**config.mk**
```make
export PLATFORM = sky130hd
export DESIGN_NAME = indexed_list_store
export DESIGN_NICKNAME = d
export VERILOG_FILES = /design/src/sv/ils_pkg.sv /design/src/sv/ils_ram.sv /design/src/sv/ils_ctrl.sv /design/src/sv/indexed_list_store.sv
export VERILOG_INCLUDE_DIRS = /design/src /design/src/sv
export SDC_FILE = /design/constraint.sdc
export NUM_CORES = 2
export LEC_CHECK = 0
export BUFFER_PORTS_ARGS = -buffer_cell sky130_fd_sc_hd__buf_4
export CAP_MARGIN = 20
export CORE_ASPECT_RATIO = 1.25
export CORE_MARGIN = 2
export CORE_UTILIZATION = 60
export DETAILED_ROUTE_END_ITERATION = 12
export GPL_ROUTABILITY_DRIVEN = 1
export PLACE_DENSITY = 0.76
export SYNTH_ARGS = -nofsm -noshare
export SYNTH_HDL_FRONTEND = slang
export SYNTH_SLANG_ARGS = --single-unit
```
**constraint.sdc**
```tcl
create_clock -name clock -period 9.7 [get_ports clock]
set_clock_uncertainty 0.1 [all_clocks]
set_input_delay 0.485 -clock clock [delete_from_list [all_inputs] [get_ports clock]]
set_output_delay 0.485 -clock clock [all_outputs]
set_load 0.1 [all_outputs]
```
**src/sv/indexed_list_store_assert.svh**
```systemverilog
// assertion macros used by the list store top level
`ifndef INDEXED_LIST_STORE_ASSERT_SVH
`define INDEXED_LIST_STORE_ASSERT_SVH

// condition in this cycle implies a condition in the same cycle
`define ILS_ASSERT_SAME(name, clk, rst, pre, post, msg) \
   name: assert property (@(posedge clk) disable iff (rst) (pre) |-> (post)) \
      else $error(msg);

// condition in this cycle implies a condition in the next cycle
`define ILS_ASSERT_NEXT(name, clk, rst, pre, post, msg) \
   name: assert property (@(posedge clk) disable iff (rst) (pre) |=> (post)) \
      else $error(msg);

`endif

```
**src/sv/ils_pkg.sv**
```systemverilog
`timescale 1ns / 1ps
`default_nettype none

package ils_pkg;

   localparam int CAPACITY_DEF = 64;
   localparam int OP_W         = 3;
   localparam int POS_W        = 7;
   localparam int DATA_W       = 32;
   localparam int ST_W         = 2;
   localparam int CNT_OUT_W    = 7;

   // opcodes
   localparam logic [OP_W-1:0] OP_GET      = 3'd0;
   localparam logic [OP_W-1:0] OP_ADD_HEAD = 3'd1;
   localparam logic [OP_W-1:0] OP_ADD_TAIL = 3'd2;
   localparam logic [OP_W-1:0] OP_ADD_AT   = 3'd3;
   localparam logic [OP_W-1:0] OP_DELETE   = 3'd4;

   // status codes
   localparam logic [ST_W-1:0] ST_DONE  = 2'd0;
   localparam logic [ST_W-1:0] ST_RANGE = 2'd1;
   localparam logic [ST_W-1:0] ST_FULL  = 2'd2;

   localparam logic signed [DATA_W-1:0] NEG_ONE = -32'sd1;

   // one finished result
   typedef struct packed {
      logic signed [DATA_W-1:0] read_value;
      logic [ST_W-1:0]          status;
      logic [CNT_OUT_W-1:0]     entry_count;
   } res_type;

endpackage

`default_nettype wire

```
**src/sv/ils_ram.sv**
```systemverilog
`timescale 1ns / 1ps
`default_nettype none

module ils_ram #(
   parameter int DEPTH = ils_pkg::CAPACITY_DEF,
   parameter int AW    = 6,
   parameter int DW    = ils_pkg::DATA_W
) (
   input  wire logic          clock,
   input  wire logic          wr_en,
   input  wire logic [AW-1:0] wr_addr,
   input  wire logic [DW-1:0] wr_data,
   input  wire logic [AW-1:0] rd_addr,
   output logic      [DW-1:0] rd_data
);

   logic [DW-1:0] mem_ff [DEPTH];
   logic [DW-1:0] rd_data_ff;

   // single write port
   always_ff @(posedge clock) begin
      if (wr_en) begin
         mem_ff[wr_addr] <= wr_data;
      end
   end

   // registered read port
   always_ff @(posedge clock) begin
      rd_data_ff <= mem_ff[rd_addr];
   end

   assign rd_data = rd_data_ff;

endmodule

`default_nettype wire

```
**src/sv/ils_ctrl.sv**
```systemverilog
`timescale 1ns / 1ps
`default_nettype none

module ils_ctrl #(
   parameter int CAPACITY = ils_pkg::CAPACITY_DEF,
   parameter int AW       = 6
) (
   input  wire logic                            clock,
   input  wire logic                            reset,
   input  wire logic                            req_valid,
   output logic                                 req_ready,
   input  wire logic [ils_pkg::OP_W-1:0]        req_opcode,
   input  wire logic [ils_pkg::POS_W-1:0]       req_position,
   input  wire logic signed [ils_pkg::DATA_W-1:0] req_value,
   output logic                                 res_valid,
   input  wire logic                            res_take,
   output ils_pkg::res_type                     res,
   output logic                                 mem_wr_en,
   output logic [AW-1:0]                        mem_wr_addr,
   output logic [ils_pkg::DATA_W-1:0]           mem_wr_data,
   output logic [AW-1:0]                        mem_rd_addr,
   input  wire logic [ils_pkg::DATA_W-1:0]      mem_rd_data
);

   localparam int CW = $clog2(CAPACITY + 1);
   localparam int XW = (CW > ils_pkg::POS_W) ? CW : ils_pkg::POS_W;

   localparam logic [2:0] S_IDLE  = 3'd0;
   localparam logic [2:0] S_MOVE  = 3'd1;
   localparam logic [2:0] S_DRAIN = 3'd2;
   localparam logic [2:0] S_PLACE = 3'd3;
   localparam logic [2:0] S_GETW  = 3'd4;
   localparam logic [2:0] S_DONE  = 3'd5;

   logic [2:0]                       state_ff, state_in;
   logic [CW-1:0]                    count_ff, count_in;
   logic [AW-1:0]                    src_ff, src_in;
   logic [AW-1:0]                    last_ff, last_in;
   logic                             up_ff, up_in;
   logic                             ins_ff, ins_in;
   logic [AW-1:0]                    place_ff, place_in;
   logic [ils_pkg::DATA_W-1:0]       val_ff, val_in;
   logic                             pend_ff, pend_in;
   logic [AW-1:0]                    pend_addr_ff, pend_addr_in;
   logic signed [ils_pkg::DATA_W-1:0] rd_ff, rd_in;
   logic [ils_pkg::ST_W-1:0]         st_ff, st_in;

   logic [XW-1:0] pos_x;
   logic [XW-1:0] cnt_x;
   logic [XW-1:0] ipos_x;

   assign pos_x = XW'(req_position);
   assign cnt_x = XW'(count_ff);

   // sequencer and shared move index
   always_comb begin
      state_in     = state_ff;
      count_in     = count_ff;
      src_in       = src_ff;
      last_in      = last_ff;
      up_in        = up_ff;
      ins_in       = ins_ff;
      place_in     = place_ff;
      val_in       = val_ff;
      pend_in      = 1'b0;
      pend_addr_in = pend_addr_ff;
      rd_in        = rd_ff;
      st_in        = st_ff;
      ipos_x       = pos_x;
      mem_rd_addr  = src_ff;
      mem_wr_en    = pend_ff;
      mem_wr_addr  = pend_addr_ff;
      mem_wr_data  = mem_rd_data;

      case (state_ff)
         S_IDLE: begin
            mem_rd_addr = pos_x[AW-1:0];
            if (req_valid) begin
               rd_in    = '0;
               st_in    = ils_pkg::ST_DONE;
               state_in = S_DONE;
               case (req_opcode)
                  ils_pkg::OP_GET: begin
                     if (pos_x < cnt_x) begin
                        state_in = S_GETW;
                     end else begin
                        rd_in = ils_pkg::NEG_ONE;
                        st_in = ils_pkg::ST_RANGE;
                     end
                  end
                  ils_pkg::OP_ADD_HEAD, ils_pkg::OP_ADD_TAIL, ils_pkg::OP_ADD_AT: begin
                     if (req_opcode == ils_pkg::OP_ADD_HEAD) begin
                        ipos_x = '0;
                     end else if (req_opcode == ils_pkg::OP_ADD_TAIL) begin
                        ipos_x = cnt_x;
                     end
                     if (req_opcode == ils_pkg::OP_ADD_AT && pos_x > cnt_x) begin
                        st_in = ils_pkg::ST_RANGE;
                     end else if (count_ff == CW'(CAPACITY)) begin
                        st_in = ils_pkg::ST_FULL;
                     end else begin
                        count_in = count_ff + CW'(1);
                        val_in   = req_value;
                        place_in = ipos_x[AW-1:0];
                        ins_in   = 1'b1;
                        up_in    = 1'b1;
                        if (ipos_x == cnt_x) begin
                           state_in = S_PLACE;
                        end else begin
                           src_in   = AW'(cnt_x - XW'(1));
                           last_in  = ipos_x[AW-1:0];
                           state_in = S_MOVE;
                        end
                     end
                  end
                  ils_pkg::OP_DELETE: begin
                     if (pos_x >= cnt_x) begin
                        st_in = ils_pkg::ST_RANGE;
                     end else begin
                        count_in = count_ff - CW'(1);
                        ins_in   = 1'b0;
                        up_in    = 1'b0;
                        if (pos_x + XW'(1) != cnt_x) begin
                           src_in   = AW'(pos_x + XW'(1));
                           last_in  = AW'(cnt_x - XW'(1));
                           state_in = S_MOVE;
                        end
                     end
                  end
                  default: begin
                     st_in = ils_pkg::ST_RANGE;
                  end
               endcase
            end
         end
         S_MOVE: begin
            // read one entry now, write it one slot over next cycle
            pend_in      = 1'b1;
            pend_addr_in = up_ff ? (src_ff + AW'(1)) : (src_ff - AW'(1));
            if (src_ff == last_ff) begin
               state_in = S_DRAIN;
            end else begin
               src_in = up_ff ? (src_ff - AW'(1)) : (src_ff + AW'(1));
            end
         end
         S_DRAIN: begin
            state_in = ins_ff ? S_PLACE : S_DONE;
         end
         S_PLACE: begin
            mem_wr_en   = 1'b1;
            mem_wr_addr = place_ff;
            mem_wr_data = val_ff;
            state_in    = S_DONE;
         end
         S_GETW: begin
            rd_in    = mem_rd_data;
            state_in = S_DONE;
         end
         S_DONE: begin
            if (res_take) begin
               state_in = S_IDLE;
            end
         end
         default: begin
            state_in = S_IDLE;
         end
      endcase
   end

   // control state
   always_ff @(posedge clock) begin
      if (reset) begin
         state_ff <= S_IDLE;
         count_ff <= '0;
         pend_ff  <= 1'b0;
      end else begin
         state_ff <= state_in;
         count_ff <= count_in;
         pend_ff  <= pend_in;
      end
   end

   // working registers
   always_ff @(posedge clock) begin
      src_ff       <= src_in;
      last_ff      <= last_in;
      up_ff        <= up_in;
      ins_ff       <= ins_in;
      place_ff     <= place_in;
      val_ff       <= val_in;
      pend_addr_ff <= pend_addr_in;
      rd_ff        <= rd_in;
      st_ff        <= st_in;
   end

   assign req_ready       = (state_ff == S_IDLE);
   assign res_valid       = (state_ff == S_DONE);
   assign res.read_value  = rd_ff;
   assign res.status      = st_ff;
   assign res.entry_count = cnt_x[ils_pkg::CNT_OUT_W-1:0];

endmodule

`default_nettype wire

```
**src/sv/indexed_list_store.sv**
```systemverilog
// a rejected item or a delete of the last entry goes straight to the result; a get
// reads the memory first, an insert at the end writes it first, and any other delete
// or insert first shifts the n entries that follow by one slot (n up to CAPACITY - 1)
// throughput: one item at a time, the next accepted at the earliest once the
// previous result has been taken; entries move one per cycle through the memory ports
// reset: synchronous, active high; clears the count and handshake state, not the memory
`timescale 1ns / 1ps
`default_nettype none

`include "indexed_list_store_assert.svh"

module indexed_list_store #(
   parameter int CAPACITY = ils_pkg::CAPACITY_DEF
) (
   input  wire logic        clock,
   input  wire logic        reset,
   input  wire logic        req_tvalid,
   output logic             req_tready,
   input  wire logic [47:0] req_tdata,  // opcode[2:0], position[9:3], item_value[41:10], zero
   output logic             rsp_tvalid,
   input  wire logic        rsp_tready,
   output logic [47:0]      rsp_tdata   // read_value[31:0], status[33:32], entry_count[40:34], zero
);

   localparam int AW = $clog2(CAPACITY);

   logic                       res_valid;
   logic                       res_take;
   ils_pkg::res_type           res;
   logic                       mem_wr_en;
   logic [AW-1:0]              mem_wr_addr;
   logic [ils_pkg::DATA_W-1:0] mem_wr_data;
   logic [AW-1:0]              mem_rd_addr;
   logic [ils_pkg::DATA_W-1:0] mem_rd_data;

   logic                       rsp_valid_ff, rsp_valid_in;
   ils_pkg::res_type           rsp_data_ff, rsp_data_in;

   ils_ctrl #(
      .CAPACITY (CAPACITY),
      .AW       (AW)
   ) u_ctrl (
      .clock        (clock),
      .reset        (reset),
      .req_valid    (req_tvalid),
      .req_ready    (req_tready),
      .req_opcode   (req_tdata[2:0]),
      .req_position (req_tdata[9:3]),
      .req_value    (req_tdata[41:10]),
      .res_valid    (res_valid),
      .res_take     (res_take),
      .res          (res),
      .mem_wr_en    (mem_wr_en),
      .mem_wr_addr  (mem_wr_addr),
      .mem_wr_data  (mem_wr_data),
      .mem_rd_addr  (mem_rd_addr),
      .mem_rd_data  (mem_rd_data)
   );

   ils_ram #(
      .DEPTH (CAPACITY),
      .AW    (AW),
      .DW    (ils_pkg::DATA_W)
   ) u_ram (
      .clock   (clock),
      .wr_en   (mem_wr_en),
      .wr_addr (mem_wr_addr),
      .wr_data (mem_wr_data),
      .rd_addr (mem_rd_addr),
      .rd_data (mem_rd_data)
   );

   // output register
   assign res_take = res_valid && (!rsp_valid_ff || rsp_tready);

   always_comb begin
      rsp_valid_in = rsp_valid_ff;
      rsp_data_in  = rsp_data_ff;
      if (rsp_valid_ff && rsp_tready) begin
         rsp_valid_in = 1'b0;
      end
      if (res_take) begin
         rsp_valid_in = 1'b1;
         rsp_data_in  = res;
      end
   end

   always_ff @(posedge clock) begin
      if (reset) begin
         rsp_valid_ff <= 1'b0;
      end else begin
         rsp_valid_ff <= rsp_valid_in;
      end
   end

   always_ff @(posedge clock) begin
      rsp_data_ff <= rsp_data_in;
   end

   assign rsp_tvalid = rsp_valid_ff;
   assign rsp_tdata  = {7'd0, rsp_data_ff.entry_count, rsp_data_ff.status,
                        rsp_data_ff.read_value};

   // checks
   `ILS_ASSERT_NEXT(a_busy_after_accept, clock, reset, req_tvalid && req_tready,
      !req_tready, "item accepted while a previous one is still in progress")
   `ILS_ASSERT_SAME(a_take_not_ready, clock, reset, res_take, !req_tready,
      "result handed over while the sequencer reports idle")
   `ILS_ASSERT_SAME(a_full_count, clock, reset,
      rsp_tvalid && rsp_tdata[33:32] == ils_pkg::ST_FULL,
      rsp_tdata[40:34] == 7'(CAPACITY), "full status with entry count below capacity")
   `ILS_ASSERT_NEXT(a_take_loads, clock, reset, res_take, rsp_tvalid,
      "result taken but output register empty")

endmodule

`default_nettype wire
```
# Yosys cells after proc, flatten, opt, wreduce, memory -nomap -nowiden

Memories as Yosys holds them, arrays and structs flattened. A register that Yosys moved wholly into a read port is not among the register bits.
Cells that the tools add are included.

$add $sub $neg: 5
Magnitude comparators: 3
Equality and inequality tests: 28
Muxes and demuxes: 60
Bitwise gates (word level): 2
Reduce and logical (&&, ||, !) cells: 20

Operator list:

| kind                                          | number |
|---|---|
| 2-to-1 mux 32 bit                             | 4 |
| 2-to-1 mux 6 bit                              | 16 |
| one-hot mux 32 bit (2 select lines)           | 1 |
| 2-to-1 mux 7 bit                              | 8 |
| one-hot mux 6 bit (2 select lines)            | 3 |
| 2-to-1 mux 3 bit                              | 8 |
| one-hot mux 3 bit (5 select lines)            | 1 |
| adder 7 x 1 -> 7 bit, second input constant   | 2 |
| one-hot mux 7 bit (2 select lines)            | 1 |
| == test 3 x 2 -> 1 bit, second input constant | 4 |
| 2-to-1 mux 1 bit                              | 12 |
| inequality test 2 bit, second input constant  | 6 |
| inequality test 3 bit, second input constant  | 4 |
| == test 3 bit, second input constant          | 3 |
| one-hot mux 3 bit (3 select lines)            | 1 |
| AND reduction 9 bit                           | 1 |
| AND reduction 8 bit                           | 1 |
| nonzero test 2 bit                            | 4 |
| == test 7 bit                                 | 1 |
| == test 7 bit, second input constant          | 1 |
| greater-or-equal comparator 7 bit             | 1 |
| > comparator 7 bit                            | 1 |
| less-than comparator 7 bit                    | 1 |
| inequality test 7 bit                         | 1 |
| 22 further kinds                              | 32 |

Register bits: 144
RAM bits: 2,048
Bits of input ports: 52
Output and inout bits: 50
Word-level logic and storage cells: 134
Memories kept: 1

Memory list:

| name         | depth | bits a word | read ports | clocked after Yosys merged registers in | wr ports | RTL line      | RTL |
|---|---|---|---|---|---|---|---|
| u_ram.mem_ff | 64    | 32          | 1          | 1                                       | 1        | ils_ram.sv:17 | `logic [DW-1:0] mem_ff [DEPTH];` |

# Longest topological paths before layout

Word-level depth: 13
Depth in mapped cells: 12
Gate-level depth less buffers: 9

# Cells and area by module

From an unflattened synthesis, not the netlist that was laid out.

Cells, all modules: 4,094
Area, all modules: 86,098.8 µm²

Modules (own cells, without submodules):

| module             | instances | cells an instance | area each (µm²) | sequential area each (µm²) |
|---|---|---|---|---|
| ils_ram            | 1         | 3,511             | 79,039.6        | 62,139.6 |
| ils_ctrl           | 1         | 529               | 5,716.7         | 2,952.8 |
| indexed_list_store | 1         | 54                | 1,342.5         | 1,251.2 |

# Worst setup path after synthesis

OpenSTA, ideal clock, no wires.

Path kind: flip-flop to flip-flop
Start: register u_ctrl.state_ff[0]
End: memory u_ram.mem_ff[37][0] (netlist name) (enable)
Setup time: 0.421 ns
Data arrival time: 3.019 ns
Data required time: 9.179 ns
Setup slack: 6.160 ns
Cell stages (with the launch flop): 9
Path buffers: 3
Period minus slack after synthesis: 3.540 ns
Cell sequence: dfxtp_1 > clkbuf_1 > nand3b_1 > clkbuf_1 > buf_1 > nand2_1 > a21oi_1 > nand2_1 > nor2_1

Longest elaborated chain between the ends: 4
Elaborated cells on any way between the ends: 5
Those cells by class: 1 x eq/ne; 4 x mux

Ends and longest elaborated chain:

| item                                   | RTL line        | RTL |
|---|---|---|
| from (decl)                            | ils_ctrl.sv:35  | `logic [2:0] state_ff, state_in;` |
| from (signal assigned)                 | ils_ctrl.sv:177 | `state_ff <= state_in;` |
| == test 3 x 2 -> 1 bit *               | ils_ctrl.sv:75  | `case (state_ff)` |
| 2-to-1 mux 1 bit                       | ils_ctrl.sv:75  |  |
| 2-to-1 mux 1 bit                       | ils_ram.sv:22   | `if (wr_en) begin` |
| 2-to-1 mux 1 bit (implied by the code) | ils_ram.sv:23   | `mem_ff[wr_addr] <= wr_data;` |
| to (decl)                              | ils_ram.sv:17   |  |

Every way passes the cells marked *; elsewhere a longest branch is shown, timed or not.

# Final worst setup path

Start: register u_ctrl.state_ff[2]
End: register u_ram.rd_data_ff[21] (netlist: u_ram.rd_data[21]), read port of u_ram.mem_ff

Longest elaborated chain between the ends: 2

Ends and longest elaborated chain:

| item             | RTL line       | RTL |
|---|---|---|
| zero test 3 bit  | ils_ctrl.sv:75 |  |
| 2-to-1 mux 6 bit | ils_ctrl.sv:75 |  |
| to (decl)        | ils_ram.sv:18  | `logic [DW-1:0] rd_data_ff;` |

Every way passes these cells.
A chain may end at the register's enable or synchronous reset.

==> results_dict.tcl <==
set metrics [dict create \
    syn_area_mm2 0.0855 \
    crit_top_cell "buf_4" \
    gr-total-overflow 0 \
    crit_path_max_incr_delay_ns 0.94 \
    drv_slew 0 \
    drive_gt1_frac 0.126 \
    initial_core_util 0.606 \
    worstPathRequired_ns 10.23 \
    crit_chain "or3_1, mux2i_4, buf_4, buf_4, mux2i_1, o22ai_1, o41ai_2, o2111ai_1" \
    drt-total-wl_um 216000 \
    grt_max_degree 135 \
    grt_pass1_wl_um 305000 \
    worst_slack_ns 4.15 \
    path_delay_family "buffers and inverters" \
    fin_util 0.680 \
    setup_viol 0 \
    port_buffers 88 \
    core_region_area_mm2 0.141 \
    cts_setup_buffers 0 \
    min_period_over_period 0.572 \
    fp-row-count 154 \
    pwr_density_cell_mw_per_mm2 300 \
    layout_min_cycle_time_ns 5.55 \
    cts_tree "done" \
    netlist_instances 4697 \
    hold_path.class "input pin to flop" \
    status "complete, no violations" \
    place_ws_ns 4.26 \
    wl_per_cell_um 31.2 \
    numCtsBuffers 191 \
    syn_area_per_cell_um2 18.2 \
    seq_area_frac_synth 0.776 \
    first_pass_iters 6 \
    synth_commonest_cells "2180 x edfxtp_1, 1035 x mux2i_1, 515 x o22ai_1" \
    fill_cells 8654 \
    worst_setup_path_end_kind "flop" \
    ant_nets 0 \
    fin_setup_tns_ns 0 \
    slew-limit-headroom 0.151 \
    place.gp.congestion 0.865 \
    place_hpwl_um 111000 \
    final_cell_area_mm2 0.0960 \
    yosysMostFrequentCell "edfxtp_1" \
    cp.buffers_inverters 2 \
    max_clock_freq_ghz 0.180 \
    layout.nets 4956 \
    critPathLaunchType "flop" \
    viasPerCell 6.71 \
    ys_seq_elements 2224 \
    cp.arrival_ns 6.08 \
    grt_pass1_vias 45600 \
    criticalPathCategory "flop to flop" \
    grt_setup_unrepaired "false" \
    grtUsageTotal 0.293 \
    worstMarginPinSlew_ns 1.26 \
    place_area_mm2 0.0888 \
    irDropWorstVdd_uv 275 \
    insertion_delay_ns 0.83 \
    cts_num_sinks 2224 \
    clk_path_buf_depth 3 \
    yosys.area.top_type "edfxtp_1" \
    ios 102 \
    crit_slowest_cell "o41ai_2" \
    cts_root_buf "clkbuf_16" \
    maxCapViolCount 0 \
    dr_total_vias 46400 \
    clk_pin_slew_ns 0.06 \
    hold_violations 0 \
    synth.top_cell.area_share 0.765 \
    async_flop_share 0 \
    leakage_nw 32.7 \
    htree_levels 4 \
    dieArea_mm2 0.146 \
    drt_iter0_drc 6094 \
    synthDistinctLibCells 53 \
    crit_path_max_fanout 48 \
    p_total_mw 28.8 \
    fp.dieW_um 342 \
    synthTopCellsByArea "edfxtp_1 77%, mux2i_1 12%, o22ai_1 3.8%" \
    synth_edf_count 2180 \
    layout-area-overhead-vs-synth_pct 12.3 \
    antenna_found_initial 9 \
    synth_flop_cell "edfxtp_1" \
    die_y_um 426 \
    drc 0 \
    yosysWarnings 0 \
]
## what timing repair did
item | 4_1_cts | 5_1_grt
hold buffers | 37 | 0
endpoints found under the hold margin | 43 | 0
endpoints found under the setup margin | 0 | 0
gates resized for setup | 0 | 0
## final timing paths
kind,start,to,slack [ns],depth (start not counted)
setup / recovery,u_ctrl.state_ff[2]$_SDFFE_PP0P_,u_ram.rd_data[21]$_DFF_P_,4.15,8
hold / removal,req_tdata[1],u_ctrl.st_ff[0]$_DFFE_PP_,0.04,3
setup reg to reg,u_ctrl.state_ff[2]$_SDFFE_PP0P_,u_ram.rd_data[21]$_DFF_P_,4.15,8
hold reg to reg,u_ctrl.rd_ff[2]$_DFFE_PP_,rsp_tdata[2]$_DFFE_PP_,0.32,0
## worst reg2reg max path: cells and delay by family (launching register included)
family	cells	cell delay, ns
AOI/OAI and AO/OA	3	1.34
buffers and inverters	2	1.61
DFF	1	0.56
muxes	2	1.16
and+or+nand+nor	1	0.61
## metal layers
layer / wire length, um / part of all wire / track usage / up-vias
met4: 8690 / 0.040 / 0.119 / 6
li1: - / - / - / 19400
met1: 77400 / 0.36 / 0.370 / 23600
met5: 38 / 0.00018 / 0 / -
met2: 108000 / 0.50 / 0.498 / 2801
met3: 22300 / 0.10 / 0.0614 / 549
## cell families after synthesis
family	count (synthesis)	synth area share
flip-flops	2224	0.776
multiplexers	1071	0.126
AO/OA/AOI/OAI	773	0.0605
buffers and inverters	311	0.0178
AND/OR/NAND/NOR	269	0.0148
XOR/XNOR	35	0.00358
adder cells (fa/ha/maj)	13	0.00190
other	1	0.0000438
## per-stage QoR
stage / std cells / hold slack, ns
global placement: 6495 / 0.301
detailed placement: 6498 / 0.305
finish: 6923 / 0.0409
floorplan: 4703 / 0.300
global route: 6923 / 0.0558
CTS: 6887 / 0.00103
## final cells by class
| cell class | count | area [um^2] | area share |
|---|---|---|---|
| antenna | 1 | 2.50 | 0.0000261 |
| clock buffer | 248 | 5140 | 0.0535 |
| clock inverter | 104 | 1120 | 0.0117 |
| inverter | 23 | 86.3 | 0.000899 |
| multi-input combinational | 2168 | 18300 | 0.191 |
| sequential | 2224 | 66300 | 0.691 |
| tap | 1872 | 2340 | 0.0244 |
| timing repair buffer | 283 | 2670 | 0.0278 |
## where the power goes
part / internal [mW] / switching (mW)
clock network: 4.35 / 3.33
registers: 12.1 / 0.235
logic: 2.88 / 5.87
## cell usage in the layout (no fill, tap or decap), types with 5 or more instances in the layout
cell	instances
nor2_1	31
xnor2_1	29
conb_1	7
clkbuf_16	196
clkinv_2	33
clkinvlp_4	6
nor2_4	65
clkbuf_1	48
inv_1	21
edfxtp_1	2180
o22ai_1	515
mux2i_1	1034
a21o_1	33
or3_1	5
o41ai_1	95
buf_4	197
nand2b_1	9
mux2_2	36
bufinv_16	23
nand3_1	14
o2111ai_1	32
nor3_1	7
dfxtp_1	44
buf_2	10
xor2_1	6
dlygate4sd3_1	37
clkinv_1	36
nand2_1	61
nand3b_1	12
a21oi_1	31
ha_1	13
nand2_4	8
nor4_1	36
buf_12	38
o21ai_0	32
nand4_1	7
a22oi_1	6
## flip-flops by register name, indices dropped and copies added (netlist names)
register	count
u_ctrl.src_ff	6
u_ram.rd_data	32
u_ctrl.up_ff	1
rsp_tdata	41
u_ctrl.place_ff	6
u_ctrl.pend_addr_ff	6
u_ctrl.cnt_x	7
u_ctrl.val_ff	32
u_ram.mem_ff	2048
rsp_tvalid	1
u_ctrl.st_ff	2
u_ctrl.last_ff	6
u_ctrl.pend_ff	1
u_ctrl.rd_ff	32
u_ctrl.state_ff	3
(Power assumes the default switching activity.)
